`src/hdl/chmap_pkg.sv`:
```
// Shared types and constants of the chained hash map engine.
`timescale 1ns / 1ps
package chmap_pkg;

   localparam logic [1:0] CMD_SET    = 2'd0;
   localparam logic [1:0] CMD_GET    = 2'd1;
   localparam logic [1:0] CMD_REMOVE = 2'd2;
   localparam logic [1:0] CMD_UNUSED = 2'd3;

   localparam logic [1:0] STATUS_DONE      = 2'd0;
   localparam logic [1:0] STATUS_NOT_FOUND = 2'd1;
   localparam logic [1:0] STATUS_POOL_FULL = 2'd2;

   localparam int unsigned HASH_SHIFT = 4;
   localparam int unsigned HASH_BITS  = 12;
   localparam logic [31:0] HASH_MULT  = 32'd2654435761;

   typedef struct packed {
      logic [1:0]           command;
      logic [63:0]          key;
      logic [63:0]          value;
      logic [HASH_BITS-1:0] bucket;
   } cmd_item_type;

endpackage

```
`src/hdl/chmap_queue.sv`:
```
// Two-entry queue between the front end and the chain walker.
`timescale 1ns / 1ps
module chmap_queue (
   input  logic                    clock,
   input  logic                    reset,
   input  logic                    push_valid,
   output logic                    push_ready,
   input  chmap_pkg::cmd_item_type push_item,
   output logic                    pop_valid,
   input  logic                    pop_ready,
   output chmap_pkg::cmd_item_type pop_item
);
   import chmap_pkg::*;

   cmd_item_type slot_ff [2];
   logic         wptr_ff;
   logic         rptr_ff;
   logic [1:0]   count_ff;
   logic         do_push;
   logic         do_pop;

   assign push_ready = count_ff != 2'd2;
   assign pop_valid  = count_ff != 2'd0;
   assign pop_item   = slot_ff[rptr_ff];
   assign do_push    = push_valid && push_ready;
   assign do_pop     = pop_valid && pop_ready;

   always_ff @(posedge clock) begin
      if (reset) begin
         wptr_ff  <= 1'b0;
         rptr_ff  <= 1'b0;
         count_ff <= 2'd0;
      end else begin
         if (do_push) begin
            wptr_ff <= !wptr_ff;
         end
         if (do_pop) begin
            rptr_ff <= !rptr_ff;
         end
         count_ff <= count_ff + {1'b0, do_push} - {1'b0, do_pop};
      end
      if (do_push) begin
         slot_ff[wptr_ff] <= push_item;
      end
   end

endmodule

```
`config.mk`:
```
export PLATFORM = sky130hd
export DESIGN_NAME = chmap_queue
export DESIGN_NICKNAME = d
export VERILOG_FILES = /design/src/hdl/chmap_pkg.sv /design/src/hdl/chmap_queue.sv
export SDC_FILE = /design/constraint.sdc
export NUM_CORES = 1
export LEC_CHECK = 0
export BUFFER_PORTS_ARGS = -buffer_cell sky130_fd_sc_hd__buf_2
export CAP_MARGIN = 20
export CORE_MARGIN = 2
export CORE_UTILIZATION = 47
export CTS_CLUSTER_DIAMETER = 40
export DETAILED_ROUTE_END_ITERATION = 10
export PLACE_DENSITY = 0.81
export SLEW_MARGIN = 20
export SYNTH_ARGS = -nofsm -noshare
export SYNTH_HDL_FRONTEND = slang
export SYNTH_SLANG_ARGS = --single-unit
```
`constraint.sdc`:
```
create_clock -name clock -period 4.4 [get_ports clock]
set_clock_uncertainty 0.15 [all_clocks]
set_input_delay 0.44 -clock clock [delete_from_list [all_inputs] [get_ports clock]]
set_output_delay 0.44 -clock clock [all_outputs]
set_load 0.02 [all_outputs]
```
# After elaboration in Yosys (flattened, before gate mapping)
# Memories as Yosys holds them, arrays and structs flattened. A register that Yosys moved wholly into a read port is not among the register bits.
# Cells that the tools add are included.
op_classes:
  n_addsub: 2
  eq_ne: 1
  muxes: 4
  n_reduce_logical: 5
ops:
  columns: ["op", "count"]
  rows:
  - ["$mux W1", 4]
  - ["$add A2 B1 Y2", 1]
  - ["$logic_and A1 B1 Y1", 2]
  - ["$logic_not A1 Y1", 2]
  - ["$ne A2 B2 Y1 const B", 1]
  - ["$reduce_bool A2 Y1", 1]
  - ["$sub A2 B1 Y2", 1]
word_totals:
  regBits: 4
  mem_bits_rw: 284
  input_bits: 146
  out_inout_bits: 144
  wordCells: 16
  mem_count: 1
mem_list:
  columns: ["name", "depth", "width", "rd", "rd_ports_with_merged_regs", "write_ports", "line", "text"]
  rows:
  - ["slot_ff", 2, 142, 1, 1, 1, "chmap_queue.sv:15", "cmd_item_type slot_ff [2];"]

# Logic depth before layout (Yosys ltp)
logic_depth:
  ltp_word: 4
  depth_mapped: 6
  ltp_nobuf: 6

# Worst setup path after synthesis
# Ideal clock, no wire load.
synth_path:
  path_type: "register -> register"
  startpoint: "register count_ff[0]"
  endpoint: "memory slot_ff[1][0] (netlist name) (enable)"
  t_arrival_ps: 4029
  required_time_ps: 3730
  slack_ps: -299
  path_stages_with_launch: 3
  period_less_slack_ps: 4699
  cell_sequence: "dfxtp_1 -> nand2b_1 -> and3_1"
synth_via:
  elab_chain_len: 4
synth_lines:
  columns: ["element", "line", "text"]
  rows:
  - ["from (decl)", "chmap_queue.sv:18", "logic [1:0] count_ff;"]
  - ["from (signal assigned)", "chmap_queue.sv:40", "count_ff <= count_ff + {1'b0, do_push} - {1'b0, do_pop};"]
  - ["$ne A2 B2 Y1", "chmap_queue.sv:22", "assign push_ready = count_ff != 2'd2;"]
  - ["net push_ready", "chmap_queue.sv:7", "output logic push_ready,"]
  - ["$logic_and A1 B1 Y1", "chmap_queue.sv:25", "assign do_push = push_valid && push_ready;"]
  - ["$mux W1", "chmap_queue.sv:42", "if (do_push) begin"]
  - ["$mux W1 (implied by the code)", "chmap_queue.sv:43", "slot_ff[wptr_ff] <= push_item;"]
  - ["to (decl)", "chmap_queue.sv:15", null]
# The timed path passes the listed nets, and every way through them passes these cells.

==> results.py <==
metrics = {
    "synthesis": {
        "synth_common_cells": "284 x edfxtp_1, 80 x mux2_4, 62 x mux2_2, 10 x buf_6, 6 x buf_2",
        "synth_nets": 618,
        "synthDistinctLibCells": 24,
        "yosysTopAreaCellShare_pct": 78.7,
        "ys_ff_latch": 289,
        "netlist_area_um2": 10800,
        "synth_edf_count": 284,
        "yosys.cell_count.top_type": "edfxtp_1",
        "ys_warn_count": 0,
        "synth-seq-area-share_pct": 79.7,
        "syn_area_per_cell_um2": 23.0,
        "synth_ff_type": "edfxtp_1",
        "syn_inst": 471,
        "synthArstFlopShare_pct": 0,
        "ys_top_cells_by_area": "edfxtp_1 79%, mux2_4 11%, mux2_2 6.4%, buf_6 1.0%, dfxtp_1 0.92%",
        "synth_largest_area_cell": "edfxtp_1",
    },
    "floorplanning": {
        "die-height_um": 156,
        "ios": 290,
        "dieArea_um2": 24300,
        "initial_utilization_pct": 47.8,
        "die_x_um": 156,
        "rows": 55,
        "coreArea_um2": 22600,
    },
    "clocking": {
        "cts_max_path_buffers": 3,
        "path_clk_slew_ns": 0.06,
        "cts_tree": "done",
        "worst_skew_pair.late_latency_ns": 0.51,
        "cts_made_buffers": 36,
        "h-tree-depth": 2,
        "cts_root_buffer": "clkbuf_16",
        "clock-sinks": 289,
        "post_cts_buffers": 0,
    },
    "detailed_routing": {
        "ant_nets": 0,
        "detail_route.wl_per_cell_um": 17.9,
        "routed_wl_mm": 22.3,
        "first_pass_iters": 4,
        "drc": 0,
        "routed-via-count": 6116,
        "initialDrtViolationCount": 370,
        "avgViaCountPerCell": 4.92,
    },
    "sta": {
        "rsz0062_at_grt": "false",
        "min_period_ns": 2.82,
        "relSlewSlack_pct": 35.3,
        "tns_ns": 0,
        "fmax_mhz": 355,
        "setup_viol": 0,
        "slew_viol_final": 0,
        "hold_viol": 0,
        "timing.final.crit_share_pct": 64.0,
        "tightestPinTransition_ns": 0.971,
    },
    "grt": {
        "grt-ovfl-total": 0,
        "grt_pass1_vias": 6358,
        "grt_start_max_net_pins": 93,
        "antenna_found_initial": 1,
        "grtUsageTotal_pct": 17.7,
        "grt_pass1_wl_mm": 33.1,
    },
    "setup_path": {
        "critPathKind": "flop to output port",
        "worst-path-max-fanout": 59,
        "critical_path_arrival_ns": 2.23,
        "rr_endpoint": "slot_ff[0][118]",
        "reg2regPathDepth": 4,
        "start_kind": "flop",
        "timing.rr.start": "count_ff[0]",
        "regToRegSetupSlack_ns": 1.86,
        "end_kind": "output port",
        "worst_ep_required_time_ns": 3.81,
    },
    "pwr": {
        "powerDensity_nw_per_um2": 532,
        "vdd_drop_max_mv": 0.490,
        "leakage_nw": 5.88,
    },
    "cells_and_area": {
        "fill_cells": 1449,
        "finish.instance_area_um2": 15200,
        "areaGrowthSynthToFinish_pct": 40.0,
        "final_util_pct": 67.0,
        "final_nets": 1077,
        "layout-drive-gt1-share_pct": 52.2,
    },
    "placed_design": {
        "placed_area_um2": 12600,
        "dp_hpwl_mm": 12.8,
        "routabilityCongestion": 0.746,
        "port_buffers": 289,
    },
    "worst_hold_path": {
        "hp-start": "pop_ready",
        "whs_path_depth": 4,
        "min_path_type": "primary input to flop",
        "hold_end": "rptr_ff",
    },
    "status": {
        "status": "finished clean",
    },
    "run": {
        "cap_violations": 0,
    },
}
[power breakdown]
part           internal, W  total [W]  switching, W
Clock              0.00165    0.00274       0.00109
Combinational     0.000845    0.00189       0.00105
Sequential         0.00335    0.00342     0.0000748
Total              0.00585    0.00806       0.00221
[per-layer routing]
| metal | GRT usage (%) | up-vias | share of wire, % |
|---|---|---|---|
| met2 | 31.9 | 242 | 53 |
| met3 | 4.36 | 48 | 6.1 |
| met5 | 0 | - | 0 |
| li1 | - | 2812 | - |
| met1 | 20.2 | 3014 | 38 |
| met4 | 6.86 | 0 | 2.6 |
[critical path, cell delays in order, from the launching register on]
cell	delay (ns)
dfxtp_4	0.35
buf_4	0.70
mux2_2	0.43
buf_2	0.16
[cell type report]
| cell class | instances | area (um2) | share of cell area [%] |
|---|---|---|---|
| Multi-Input combinational cell | 165 | 2060 | 13.6 |
| Tap cell | 285 | 357 | 2.35 |
| Timing Repair Buffer | 437 | 2950 | 19.5 |
| Clock buffer | 43 | 970 | 6.40 |
| Antenna cell | 1 | 2.50 | 0.0165 |
| Clock inverter | 21 | 175 | 1.16 |
| Sequential cell | 289 | 8630 | 56.9 |
| Inverter | 1 | 8.76 | 0.0578 |
[placed cells by master (no fill, tap or decap), drive strengths merged]
cell	n
clkinv	11
nor4	1
nand3	1
or2	1
diode	1
a21oi	1
o21ba	1
nor2	4
dfxtp	5
o31a	1
nand2b	1
buf	294
nor3	1
ha	1
mux2	142
and3	2
clkbuf	43
nor4bb	1
dlygate4sd3	143
bufinv	1
nand3b	1
inv	5
nor2b	2
edfxtp	284
o21ai	2
clkinvlp	5
a21bo	1
xor2	1
[through the flow]
stage,hold slack [ns],cells,power [W],setup WS (ns)
floorplan,0.322,471,0.00478,0.199
global placement,0.337,1034,0.00523,2.04
detailed placement,0.344,1034,0.00527,1.98
CTS,0.174,1241,0.00812,1.56
global route,0.247,1242,0.00838,1.49
finish,0.243,1242,0.00806,1.58
[sequential cells by signal (all words and copies together), names as in the netlist, named ones only]
signal	flops
slot_ff	284
count_ff	2
wptr_ff	1
rptr_ff	1
[cell families (layout without fill, tap and decap cells)]
family	after synthesis	count (layout)	synth area share [%]
AOI/OAI and AO/OA	6	6	0.404
xor gates and xnor gates	1	1	0.0809
adders and majority gates	1	1	0.116
buffers and inverters	17	502	1.35
DFF	289	289	79.7
muxes	142	142	17.5
other	0	1	0
and+or+nand+nor	15	15	0.843
[worst max path at each step]
stage                      endpoint   startpoint  slack (ns)
floorplan             slot_ff[0][0]  count_ff[0]        0.20
global placement    slot_ff[0][101]   push_valid        2.04
detailed placement    slot_ff[0][7]  count_ff[0]        1.98
CTS                    pop_item[36]         flop        1.56
global route           pop_item[38]         flop        1.49
finish                 pop_item[40]         flop        1.58
[repair_timing]
action | CTS | global route
endpoints found under the hold margin | 285 | 0
resized for setup | 0 | 0
hold buffers | 143 | 0
Power figures use the tool's default switching activity.
