$ cat config.mk
export PLATFORM = sky130hd
export DESIGN_NAME = chmap_front
export DESIGN_NICKNAME = d
export VERILOG_FILES = /design/src/hdl/chmap_pkg.sv /design/src/hdl/chmap_front.sv
export SDC_FILE = /design/constraint.sdc
export NUM_CORES = 1
export LEC_CHECK = 0
export BUFFER_PORTS_ARGS = -buffer_cell sky130_fd_sc_hd__buf_2
export CAP_MARGIN = 20
export CELL_PAD_IN_SITES_DETAIL_PLACEMENT = 2
export CELL_PAD_IN_SITES_GLOBAL_PLACEMENT = 2
export CORE_UTILIZATION = 29
export DETAILED_ROUTE_END_ITERATION = 6
export GPL_ROUTABILITY_DRIVEN = 0
export PLACE_DENSITY_LB_ADDON = 0.1
export SLEW_MARGIN = 0
export SYNTH_ARGS = -nofsm -noshare
export SYNTH_HDL_FRONTEND = slang
export SYNTH_SLANG_ARGS = --single-unit
$ cat constraint.sdc
create_clock -name clock -period 5.5 [get_ports clock]
set_input_delay 0.825 -clock clock [delete_from_list [all_inputs] [get_ports clock]]
set_output_delay 0.825 -clock clock [all_outputs]
set_load 0.05 [all_outputs]
$ cat src/hdl/chmap_pkg.sv
// Shared types and constants of the chained hash map engine.
`timescale 1ns / 1ps
package chmap_pkg;

   localparam logic [1:0] CMD_SET    = 2'd0;
   localparam logic [1:0] CMD_GET    = 2'd1;
   localparam logic [1:0] CMD_REMOVE = 2'd2;
   localparam logic [1:0] CMD_UNUSED = 2'd3;

   localparam logic [1:0] STATUS_DONE      = 2'd0;
   localparam logic [1:0] STATUS_NOT_FOUND = 2'd1;
   localparam logic [1:0] STATUS_POOL_FULL = 2'd2;

   localparam int unsigned HASH_SHIFT = 4;
   localparam int unsigned HASH_BITS  = 12;
   localparam logic [31:0] HASH_MULT  = 32'd2654435761;

   typedef struct packed {
      logic [1:0]           command;
      logic [63:0]          key;
      logic [63:0]          value;
      logic [HASH_BITS-1:0] bucket;
   } cmd_item_type;

endpackage

$ cat src/hdl/chmap_front.sv
// Front end: accepts command beats and attaches the hashed bucket.
`timescale 1ns / 1ps
module chmap_front (
   input  logic                  clock,
   input  logic                  reset,
   input  logic                  req_tvalid,
   output logic                  req_tready,
   input  logic [127:0]          req_tdata,
   input  logic [1:0]            req_tuser,
   output logic                  item_valid,
   input  logic                  item_ready,
   output chmap_pkg::cmd_item_type item
);
   import chmap_pkg::*;

   logic                   vld_ff;
   cmd_item_type           item_ff;
   cmd_item_type           item_in;
   logic [2*HASH_BITS-1:0] prod;

   // Only the low product bits select a bucket, so only the low key bits are needed.
   assign prod = req_tdata[HASH_SHIFT +: HASH_BITS] * HASH_MULT[HASH_BITS-1:0];

   always_comb begin
      item_in.command = req_tuser;
      item_in.key     = req_tdata[63:0];
      item_in.value   = req_tdata[127:64];
      item_in.bucket  = prod[HASH_BITS-1:0];
   end

   assign req_tready = !vld_ff || item_ready;
   assign item_valid = vld_ff;
   assign item       = item_ff;

   always_ff @(posedge clock) begin
      if (reset) begin
         vld_ff <= 1'b0;
      end else if (req_tready) begin
         vld_ff <= req_tvalid;
      end
      if (req_tready && req_tvalid) begin
         item_ff <= item_in;
      end
   end

endmodule

* Yosys cells after proc, flatten, opt, wreduce, memory -nomap -nowiden
Cells that the tools add are included.
Widths: inputs -> output; s select.
** Word-level totals
- Bits in registers :: 143
- Input port bits :: 134
- Output and inout port bits :: 144
- Logic and storage cells :: 9
** Cells by class
- Multiply operators :: 1
- Reduce and logical (&&, ||, !) cells :: 3
** Operator list (number)
- $mul 12x12->12 const B :: 1
- $logic_and 1x1->1 :: 1
- $logic_not 1->1 :: 1
- $logic_or 1x1->1 :: 1

* Longest topological paths before layout
Gate-level depths: netlist of the first run.
- Depth in word-level cells :: 3
- Mapped depth :: 14
- Mapped depth without buffers :: 14

* Worst setup path before layout of the first run
Ideal clock, no wire load.
- Kind :: input port to flip-flop
- Start point :: input port item_ready
- End point :: register item_ff, in the netlist item[100] (enable)
- Setup time :: 0.513 ns
- Data arrival time :: 4.527 ns
- Data required time :: 4.987 ns
- Path slack :: 0.459 ns
- Cell stages on the path :: 2
- Buffers on the path :: 0
- Cells stage by stage :: nand2b_1 -> and2_1
** Between the ends
- Word-level cells in the longest chain between the ends :: 2
** RTL lines
- from (decl) :: line chmap_front.sv:11 : input logic item_ready,
- $logic_or 1x1->1 :: line chmap_front.sv:31 : assign req_tready = !vld_ff || item_ready;
- $logic_and 1x1->1 :: line chmap_front.sv:41 : if (req_tready && req_tvalid) begin
- to (signal assigned) :: line chmap_front.sv:42 : item_ff <= item_in;
- to (decl) :: line chmap_front.sv:17 : cmd_item_type item_ff;
Every way passes these cells.
A chain may end at the register's enable or synchronous reset.

* Worst setup path in the final report of the first run
- Start point :: input port req_tdata[9]
- End point :: register item_ff, in the netlist item[11], data pin
** Between the ends
- Word-level cells in the longest chain between the ends :: 1
** RTL lines
- from (decl) :: line chmap_front.sv:8 : input logic [127:0] req_tdata,
- $mul 12x12->12 :: line chmap_front.sv:22 : assign prod = req_tdata[HASH_SHIFT +: HASH_BITS] * HASH_MULT[HASH_BITS-1:0];
- via prod[11] :: line chmap_front.sv:19 : logic [2*HASH_BITS-1:0] prod;
The timed path passes the listed nets, and every way through them passes these cells.

==> run metrics, run 1 <==
number of global-route vias before repair=roughly 3400; sequential share of power=40.2%; Tcrit/Tclk final=68.6%; DRT antenna net count=0; Period minus WS final=about 3.8 ns; Yosys warnings=0; Vias/cell=approximately 4.2; drt initial violations=131; total CTS buffers=17; I/O Buffers=between 200 and 300; drt drc=0; Clock Latency Late Sink=between 0.4 and 0.5 ns; vias=around 3200; critical path type=input pin to flip-flop; postcts setup bufs=0; Finished Layout Cells=roughly 760; first-pass GRT wire length=21500 um; crit path DAT=3.95 ns; total global routing overflow=0; Die W=between 100 and 150 um; Worst VDD drop=around 0.24 mV; post-synthesis cell type count=14; Die Area=approximately 18000 sq um; DRT Pass-1 Iters=5; Clock power frac=38.9%; Hold Path Class=flip-flop to flip-flop; share of layout cells above drive strength 1=approximately 58%; routed len/inst=a little under 20 um; flops & latches, synth=about 140; CP Launch Type=input pin; H-tree levels=4; CP max FO=4; Slew HR=roughly 40%; GRT Total Usage=17.2%; Worst-Margin Slew=roughly 0.89 ns; Static Leak=3.22 nW; critical path's top delay family=adder cells; CTS Buffer Depth=2; P&R area growth vs syn=45.7%; Critical Path RT=approximately 5.7 ns; CTS tree=yes; # IOs=278; pwr dens=441 nW/um^2; setup violators final=0; post-CTS resize count=0; Hold Slack=0.538 ns; RSZ-0062 raised after global routing=false; sequential area share after synthesis=about 83%; final slew viol count=0; setup_tns=0 ns; Reg clk slew, reported paths=roughly 0.060 ns; largest net degree at the start of global routing=67; max frequency=roughly 260 MHz; switching share of power=about 29%; Mapped Cells=230; Root Buffer=clkbuf_16; CTS sink count=between 100 and 150; Critical Path Most Common Cell=inv_1; Critical Path End Type=flip-flop; Int Pwr=0.00229 W; Placed Instances=slightly above 700; clk_skew=between 0.005 and 0.006 ns; final hold violation count=0; Starting Density=roughly 30%; initial antenna violation count=1; NetSw=0.000933 W; commonest non-fill, non-tap cell in the layout=buf_2; core area=between 15000 and 20000 sq um; syn_nets=402; Worst path max stage delay=roughly 0.55 ns; cell breakdown of the critical path=buf_2, ha_1, inv_1, fa_1, inv_1, ha_1, inv_1, fa_1, fa_1, inv_1, ha_1, inv_1, o21bai_1, a21oi_1, xnor2_1; fin nets=around 700; Mapped Area=about 5000 sq um; Mean Syn Cell Area=between 20 and 25 sq um; most frequent cells in the layout=277 x buf_2, 138 x edfxtp_1, 30 x ha_1; Detailed Place HPWL=approximately 12000 um; final WL=15000 um; Max-cap violations=0; Gate power share=around a fifth; worst path bufs/invs=6; hold_buf cts=0; slowest CP cell=fa_1; num rows=between 40 and 50; status=completed; Die H=134 um
[final timing paths]
kind / start / end / slack (ns) / cells past startpoint
max reg2reg: item_valid$_SDFFE_PP0N_ / item[31]$_DFFE_PP_ / 3.34 / 3
max: req_tdata[9] / item[11]$_DFFE_PP_ / 1.73 / 15
min reg2reg: item_valid$_SDFFE_PP0N_ / item_valid$_SDFFE_PP0N_ / 0.54 / 2
min: item_valid$_SDFFE_PP0N_ / item_valid$_SDFFE_PP0N_ / 0.54 / 2
[routing by layer]
| metal | vias to the layer above | routed length (um) | GRT usage, % |
|---|---|---|---|
| met4 | 0 | 218 | 5.93 |
| li1 | 1443 | - | - |
| met2 | 147 | 8220 | 31.2 |
| met1 | 1567 | 5380 | 17.7 |
| met5 | - | 0 | 0 |
| met3 | 16 | 1210 | 7.00 |
[cells in the mapped netlist]
cell / n / area, sq um
edfxtp_1: 138 / 4140
and2_1: 2 / 12.5
o21bai_1: 1 / 7.51
fa_1: 8 / 160
nor2_1: 2 / 7.51
nand2b_1: 1 / 6.26
inv_1: 20 / 75.1
buf_4: 4 / 30.0
dfxtp_1: 1 / 20.0
a21o_1: 1 / 7.51
xor2_1: 4 / 35.0
a21oi_1: 5 / 25.0
ha_1: 30 / 375
xnor2_1: 13 / 114
[sequential cells by signal, indices dropped and copies added (netlist names)]
signal and flops:
item_valid 1, item 138
[through the flow]
stage / setup WS, ns / utilization (%) / total power, W / area [sq um]
finish: 1.73 / 43.6 / 0.00322 / 7310
global placement: 1.27 / 39.8 / 0.00199 / 6670
global route: 1.58 / 43.6 / 0.00336 / 7310
detailed placement: 1.26 / 39.8 / 0.00200 / 6670
floorplan: 0.459 / - / 0.00181 / 5020
CTS: 1.73 / 43.6 / 0.00328 / 7310
[kinds of logic after synthesis]
kind of cell               Yosys count  synth area share, %
adders and majority gates           38                 10.7
and+or+nand+nor                      5                0.524
DFF                                139                 83.0
AOI/OAI and AO/OA                    7                0.798
xor gates and xnor gates            17                 2.97
buffers and inverters               24                 2.09
[final cells by class]
type | count | area, sq um
antenna | 1 | 2.50
clock buffer | 21 | 450
multi-input combinational | 67 | 753
tap | 220 | 275
clock inverter | 11 | 193
fill | 1693 | 9450
sequential | 139 | 4160
timing repair buffer | 279 | 1400
inverter | 20 | 75.1
[worst reg2reg max path, cell delays in order, from the launching register on]
cell	delay, ns
dfxtp_1	0.31
nand2b_1	0.11
and2_4	0.73
buf_4	0.63
[power groups by stage]
stage	sequential (W)	clock (W)	combinational [W]
floorplan	0.00160	0	0.000219
global placement	0.00131	0	0.000678
detailed placement	0.00132	0	0.000688
CTS	0.00130	0.00129	0.000691
global route	0.00130	0.00133	0.000731
finish	0.00129	0.00125	0.000675
Power figures use the tool's default switching activity.
==> run 2: changes to the inputs <==
--- a/config.mk
+++ b/config.mk
@@ -5,6 +5,7 @@
 export SDC_FILE = /design/constraint.sdc
 export NUM_CORES = 1
 export LEC_CHECK = 0
+export ABC_AREA = 1
 export BUFFER_PORTS_ARGS = -buffer_cell sky130_fd_sc_hd__buf_2
 export CAP_MARGIN = 20
 export CELL_PAD_IN_SITES_DETAIL_PLACEMENT = 2
==> constraint.sdc (replaced) <==
create_clock -name clock -period 3.8 [get_ports clock]
set_input_delay 0.57 -clock clock [delete_from_list [all_inputs] [get_ports clock]]
set_output_delay 0.57 -clock clock [all_outputs]
set_load 0.05 [all_outputs]
==> run 2 against run 1 <==
Effect of this change:
- setup slack worse by 1.5 ns
- critical endpoint unchanged
- clock power up 34%
- via count up 15%
- final cell count up 13%
- sequential power up 45%
- largest cell class unchanged
==> run metrics, run 2 <==
status=completed; Die Area=about 19000 sq um; Die W=between 100 and 150 um; slowest CP cell=fa_1; total global routing overflow=0; routed len/inst=19.4 um; cell breakdown of the critical path=buf_2, ha_1, ha_1, ha_1, inv_1, fa_1, inv_1, fa_1, ha_1, a21oi_1, nand2_1, nand2_1, nand2_1, a21oi_2, inv_1, nand3_1, nand2_1; Period minus WS final=3.59 ns; pwr dens=between 600 and 700 nW/um^2; H-tree levels=4; number of synthesized flops with an enable pin=roughly 140; GRT Total Usage=17.7%; setup violators final=0; num rows=48; Yosys warnings=0; I/O Buffers=277; sequential area share after synthesis=a little under 80%; Util after Layout=a little over two fifths; DRT antenna net count=0; number of global-route vias before repair=between 3000 and 4000; Post-synth top flop=edfxtp_1; share of layout cells above drive strength 1=around 52%; Static Leak=between 3 and 4 nW; Starting Density=between 30% and 40%; Commonest cells post-synth=138 x edfxtp_1, 54 x nand2_1, 39 x inv_1; initial antenna violation count=1; setup_tns=0 ns; Mapped Cells=between 300 and 400; Mean Syn Cell Area=17.2 sq um; Clock Latency Late Sink=around 0.42 ns; Mapped Area=5270 sq um; critical path type=input pin to flip-flop; Worst VDD drop=about 0.32 mV; Detailed Place HPWL=about 13000 um; Reg clk slew, reported paths=approximately 0.060 ns; final hold violation count=0; Root Buffer=clkbuf_16; final WL=roughly 17000 um; RSZ-0062 raised after global routing=false; first-pass GRT wire length=23300 um; CTS Buffer Depth=2; P&R area growth vs syn=45.7%; max frequency=278 MHz; syn_nets=approximately 480; count leader, synth=edfxtp_1; vias=between 3000 and 4000; drt drc=0; final slew viol count=0; CTS tree=yes; post-synthesis cell type count=14; Hold Path Class=input pin to flip-flop; crit path DAT=between 3 and 4 ns; synth top area cells=edfxtp_1 79%, ha_1 7.1%, nand2_1 3.8%, fa_1 3.0%, inv_1 2.8%; postcts setup bufs=0; fin nets=790; CTS sink count=~140; CP max FO=3; cell accounting for the most synthesized area=edfxtp_1; DRT Pass-1 Iters=4; drt initial violations=141; Slew HR=about three fifths; Critical Path RT=around 4 ns; post-CTS resize count=0; fill cell count=between 1500 and 2000; Worst path max stage delay=around 0.54 ns; most frequent cells in the layout=277 x buf_2, 138 x edfxtp_1, 54 x nand2_1; core area=between 15000 and 20000 sq um; total CTS buffers=17; clk_skew=about 0.0070 ns; Die H=between 100 and 150 um; share of flip-flops with an asynchronous set or reset=0%; flops & latches, synth=between 100 and 150; number of flip-flops under the largest register name=about 140; commonest non-fill, non-tap cell in the layout=buf_2; Worst-Margin Slew=0.579 ns; largest net degree at the start of global routing=approximately 110; CP Launch Type=input pin; Max-cap violations=0; hold_buf cts=0; Vias/cell=about 4.3; Tcrit/Tclk final=between 90% and 100%; # IOs=278; share of the synthesized area in the top cell type=approximately four fifths; Critical Path End Type=flip-flop
## run 2: logic make-up (layout without fill, tap and decap cells)
group	after synthesis	after routing	synth area share, %
other	0	1	0
adder cells (fa/ha/maj)	38	38	10.2
AND/OR/NAND/NOR	74	74	5.80
flip-flops	139	139	79.1
XOR/XNOR	7	7	1.16
AO/OA/AOI/OAI	4	4	0.380
buffers and inverters	44	369	3.42
## run 2: worst paths after layout
check,startpoint,end,slack (ns),cells past startpoint
setup / recovery,req_tdata[7],item[11]$_DFFE_PP_,0.21,17
hold / removal,reset,item_valid$_SDFFE_PP0N_,0.30,2
setup reg to reg,item_valid$_SDFFE_PP0N_,item[20]$_DFFE_PP_,2.38,2
hold reg to reg,item_valid$_SDFFE_PP0N_,item_valid$_SDFFE_PP0N_,0.55,2
## run 2: area by class of cell
class                      count  area, sq um  area share, %
sequential                   139         4160           54.3
timing repair buffer         297         1550           20.2
multi-input combinational    123          937           12.2
clock buffer                  18          429           5.59
tap                          225          282           3.67
clock inverter                14          158           2.06
inverter                      40          150           1.96
antenna                        1         2.50         0.0326
## run 2: critical path: cells and delay by family
family          cells  cell delay, ns
buf+inv             4            0.28
simple gates        5            0.36
compound gates      2            0.29
fa+ha+maj           6            2.26
## run 2: power breakdown
part	switching, W	total [W]	internal [W]
Clock	0.000690	0.00167	0.000984
Combinational	0.000765	0.00110	0.000338
Sequential	0.0000284	0.00187	0.00184
Total	0.00148	0.00464	0.00316
## run 2: metal layers
| metal | vias up | wire, um | GRT usage [%] |
|---|---|---|---|
| met5 | - | 0 | 0 |
| met4 | 0 | 273 | 7.35 |
| met3 | 20 | 1260 | 4.81 |
| met2 | 138 | 9260 | 33.1 |
| met1 | 1787 | 5870 | 18.5 |
| li1 | 1705 | - | - |
## run 2: per-stage QoR
stage | setup slack [ns] | cells | power [W] | instance area, sq um | hold WS, ns
2_1_floorplan | 0.0380 | 306 | 0.00263 | 5280 | 0.639
3_3_place_gp | -0.190 | 824 | 0.00298 | 7080 | 0.518
3_5_place_dp | -0.273 | 824 | 0.00301 | 7080 | 0.546
4_1_cts | 0.155 | 856 | 0.00471 | 7660 | 0.279
5_1_grt | 0.0294 | 857 | 0.00486 | 7670 | 0.294
6_report | 0.208 | 857 | 0.00464 | 7670 | 0.302
==> run 3: changes to the inputs <==
--- a/config.mk
+++ b/config.mk
@@ -8,9 +8,10 @@
 export ABC_AREA = 1
 export BUFFER_PORTS_ARGS = -buffer_cell sky130_fd_sc_hd__buf_2
 export CAP_MARGIN = 20
-export CELL_PAD_IN_SITES_DETAIL_PLACEMENT = 2
-export CELL_PAD_IN_SITES_GLOBAL_PLACEMENT = 2
-export CORE_UTILIZATION = 29
+export CELL_PAD_IN_SITES_DETAIL_PLACEMENT = 0
+export CELL_PAD_IN_SITES_GLOBAL_PLACEMENT = 1
+export CORE_MARGIN = 2
+export CORE_UTILIZATION = 30
 export DETAILED_ROUTE_END_ITERATION = 6
 export GPL_ROUTABILITY_DRIVEN = 0
 export PLACE_DENSITY_LB_ADDON = 0.1
==> run 3 against run 2 <==
Effect of this change:
- non-clock buffer count is 2 lower
- final cell count is 0.23% lower
- hold slack better by 0.0087 ns
- core utilization is 0.53 points higher
- sequential power hardly changed
- clock power is 8% lower
- cell area is 0.52% lower
- power is 3.9% lower
- critical path type unchanged
- critical endpoint unchanged
- largest cell class unchanged
==> run metrics, run 3 (synthesized netlist as in run 2, its figures left out) <==
largest net degree at the start of global routing=77; final slew viol count=0; initial antenna violation count=1; Reg clk slew, reported paths=around 0.06 ns; clk_skew=roughly 0.0079 ns; Period minus WS final=3.59 ns; drt initial violations=160; GRT Total Usage=14.6%; status=completed; total CTS buffers=17; Pwr Total=~0.0045 W; vias=3558; Critical Path RT=a little under 4 ns; Root Buffer=clkbuf_16; Critical Path End Type=flip-flop; Static Leak=roughly 3.5 nW; fin nets=~800; num rows=between 40 and 50; Die H=roughly 140 um; worst setup margin=~0.21 ns; cell breakdown of the critical path=buf_2, ha_1, inv_1, fa_1, inv_1, ha_1, inv_1, fa_1, fa_1, inv_1, ha_1, nand2_1, nand2_1, a21oi_1, inv_1, nand3_1, nand2_1; Worst VDD drop=0.296 mV; Util after Layout=between 40% and 50%; CTS sink count=roughly 140; number of global-route vias before repair=roughly 3500; Die Area=about 19000 sq um; Detailed Place HPWL=11300 um; Worst path max stage delay=0.55 ns; number of flip-flops under the largest register name=between 100 and 150; slowest CP cell=fa_1; share of layout cells above drive strength 1=a little over half; setup violators final=0; max frequency=279 MHz; Die W=roughly 140 um; Max-cap violations=0; first-pass GRT wire length=19500 um; Vias/cell=approximately 4.2; Tcrit/Tclk final=a little over nine tenths; postcts setup bufs=0; Worst-Margin Slew=~0.7 ns; crit path DAT=3.75 ns; routed len/inst=roughly 16 um; core area=approximately 17000 sq um; RSZ-0062 raised after global routing=false; setup_tns=0 ns; # IOs=roughly 280; total global routing overflow=0; Critical Path Most Common Cell=inv_1; most frequent cells in the layout=277 x buf_2, 138 x edfxtp_1, 54 x nand2_1; critical path type=input pin to flip-flop; CP max FO=3; path depth of the worst reg2reg path=2; final hold violation count=0; pwr dens=585 nW/um^2; dpl ws=-0.242 ns; CTS Buffer Depth=2; Cells on Worst Hold Path=2; commonest non-fill, non-tap cell in the layout=buf_2; drt drc=0; Placed Instances=about 820; Finished Layout Cells=around 860; post-CTS resize count=0; final WL=~14000 um; hold_buf cts=0; CP Launch Type=input pin; R2R setup slack=about 2.0 ns; Clock Latency Late Sink=0.40 ns; CTS tree=yes; Hold Path Class=input pin to flip-flop; Slew HR=between 50% and 60%; Starting Density=between 30% and 40%; I/O Buffers=roughly 280; DRT Pass-1 Iters=4; H-tree levels=4; DRT antenna net count=0; P&R area growth vs syn=44.9%
==> run 3: per-stage QoR <==
stage,instance area [sq um],hold slack (ns)
6_report,7630,0.310
5_1_grt,7630,0.297
4_1_cts,7630,0.293
3_5_place_dp,7080,0.522
3_3_place_gp,7080,0.509
2_1_floorplan,5280,0.639
==> run 3: final cells by class <==
class / count / area [sq um]
fill: 1598 / 9610
sequential: 139 / 4160
timing repair buffer: 295 / 1550
multi-input combinational: 123 / 933
clock buffer: 17 / 425
tap: 225 / 282
inverter: 40 / 150
clock inverter: 15 / 128
antenna: 1 / 2.50
==> run 3: final timing paths <==
kind | from | to
hold / removal | reset | item_valid$_SDFFE_PP0N_
setup / recovery | req_tdata[8] | item[11]$_DFFE_PP_
hold reg to reg | item_valid$_SDFFE_PP0N_ | item_valid$_SDFFE_PP0N_
setup reg to reg | item_valid$_SDFFE_PP0N_ | item[135]$_DFFE_PP_
==> run 3: layer usage <==
layer / vias up / global-route usage [%] / routed length, um
li1: 1704 / - / -
met1: 1703 / 15.3 / 5160
met2: 140 / 26.7 / 7510
met3: 11 / 4.96 / 1090
met4: 0 / 5.50 / 216
met5: - / 0 / 0
==> run 3: critical path, delay by kind of cell <==
family / cells / cell delay, ns
fa+ha+maj: 6 / 2.39
buf+inv: 6 / 0.36
compound gates: 1 / 0.16
simple gates: 4 / 0.26
==> run 3: power breakdown <==
group / internal (W) / switching, W / leakage (nW)
Sequential: 0.00184 / 0.0000283 / 1.34
Clock: 0.000858 / 0.000673 / 0.267
Combinational: 0.000326 / 0.000739 / 1.92
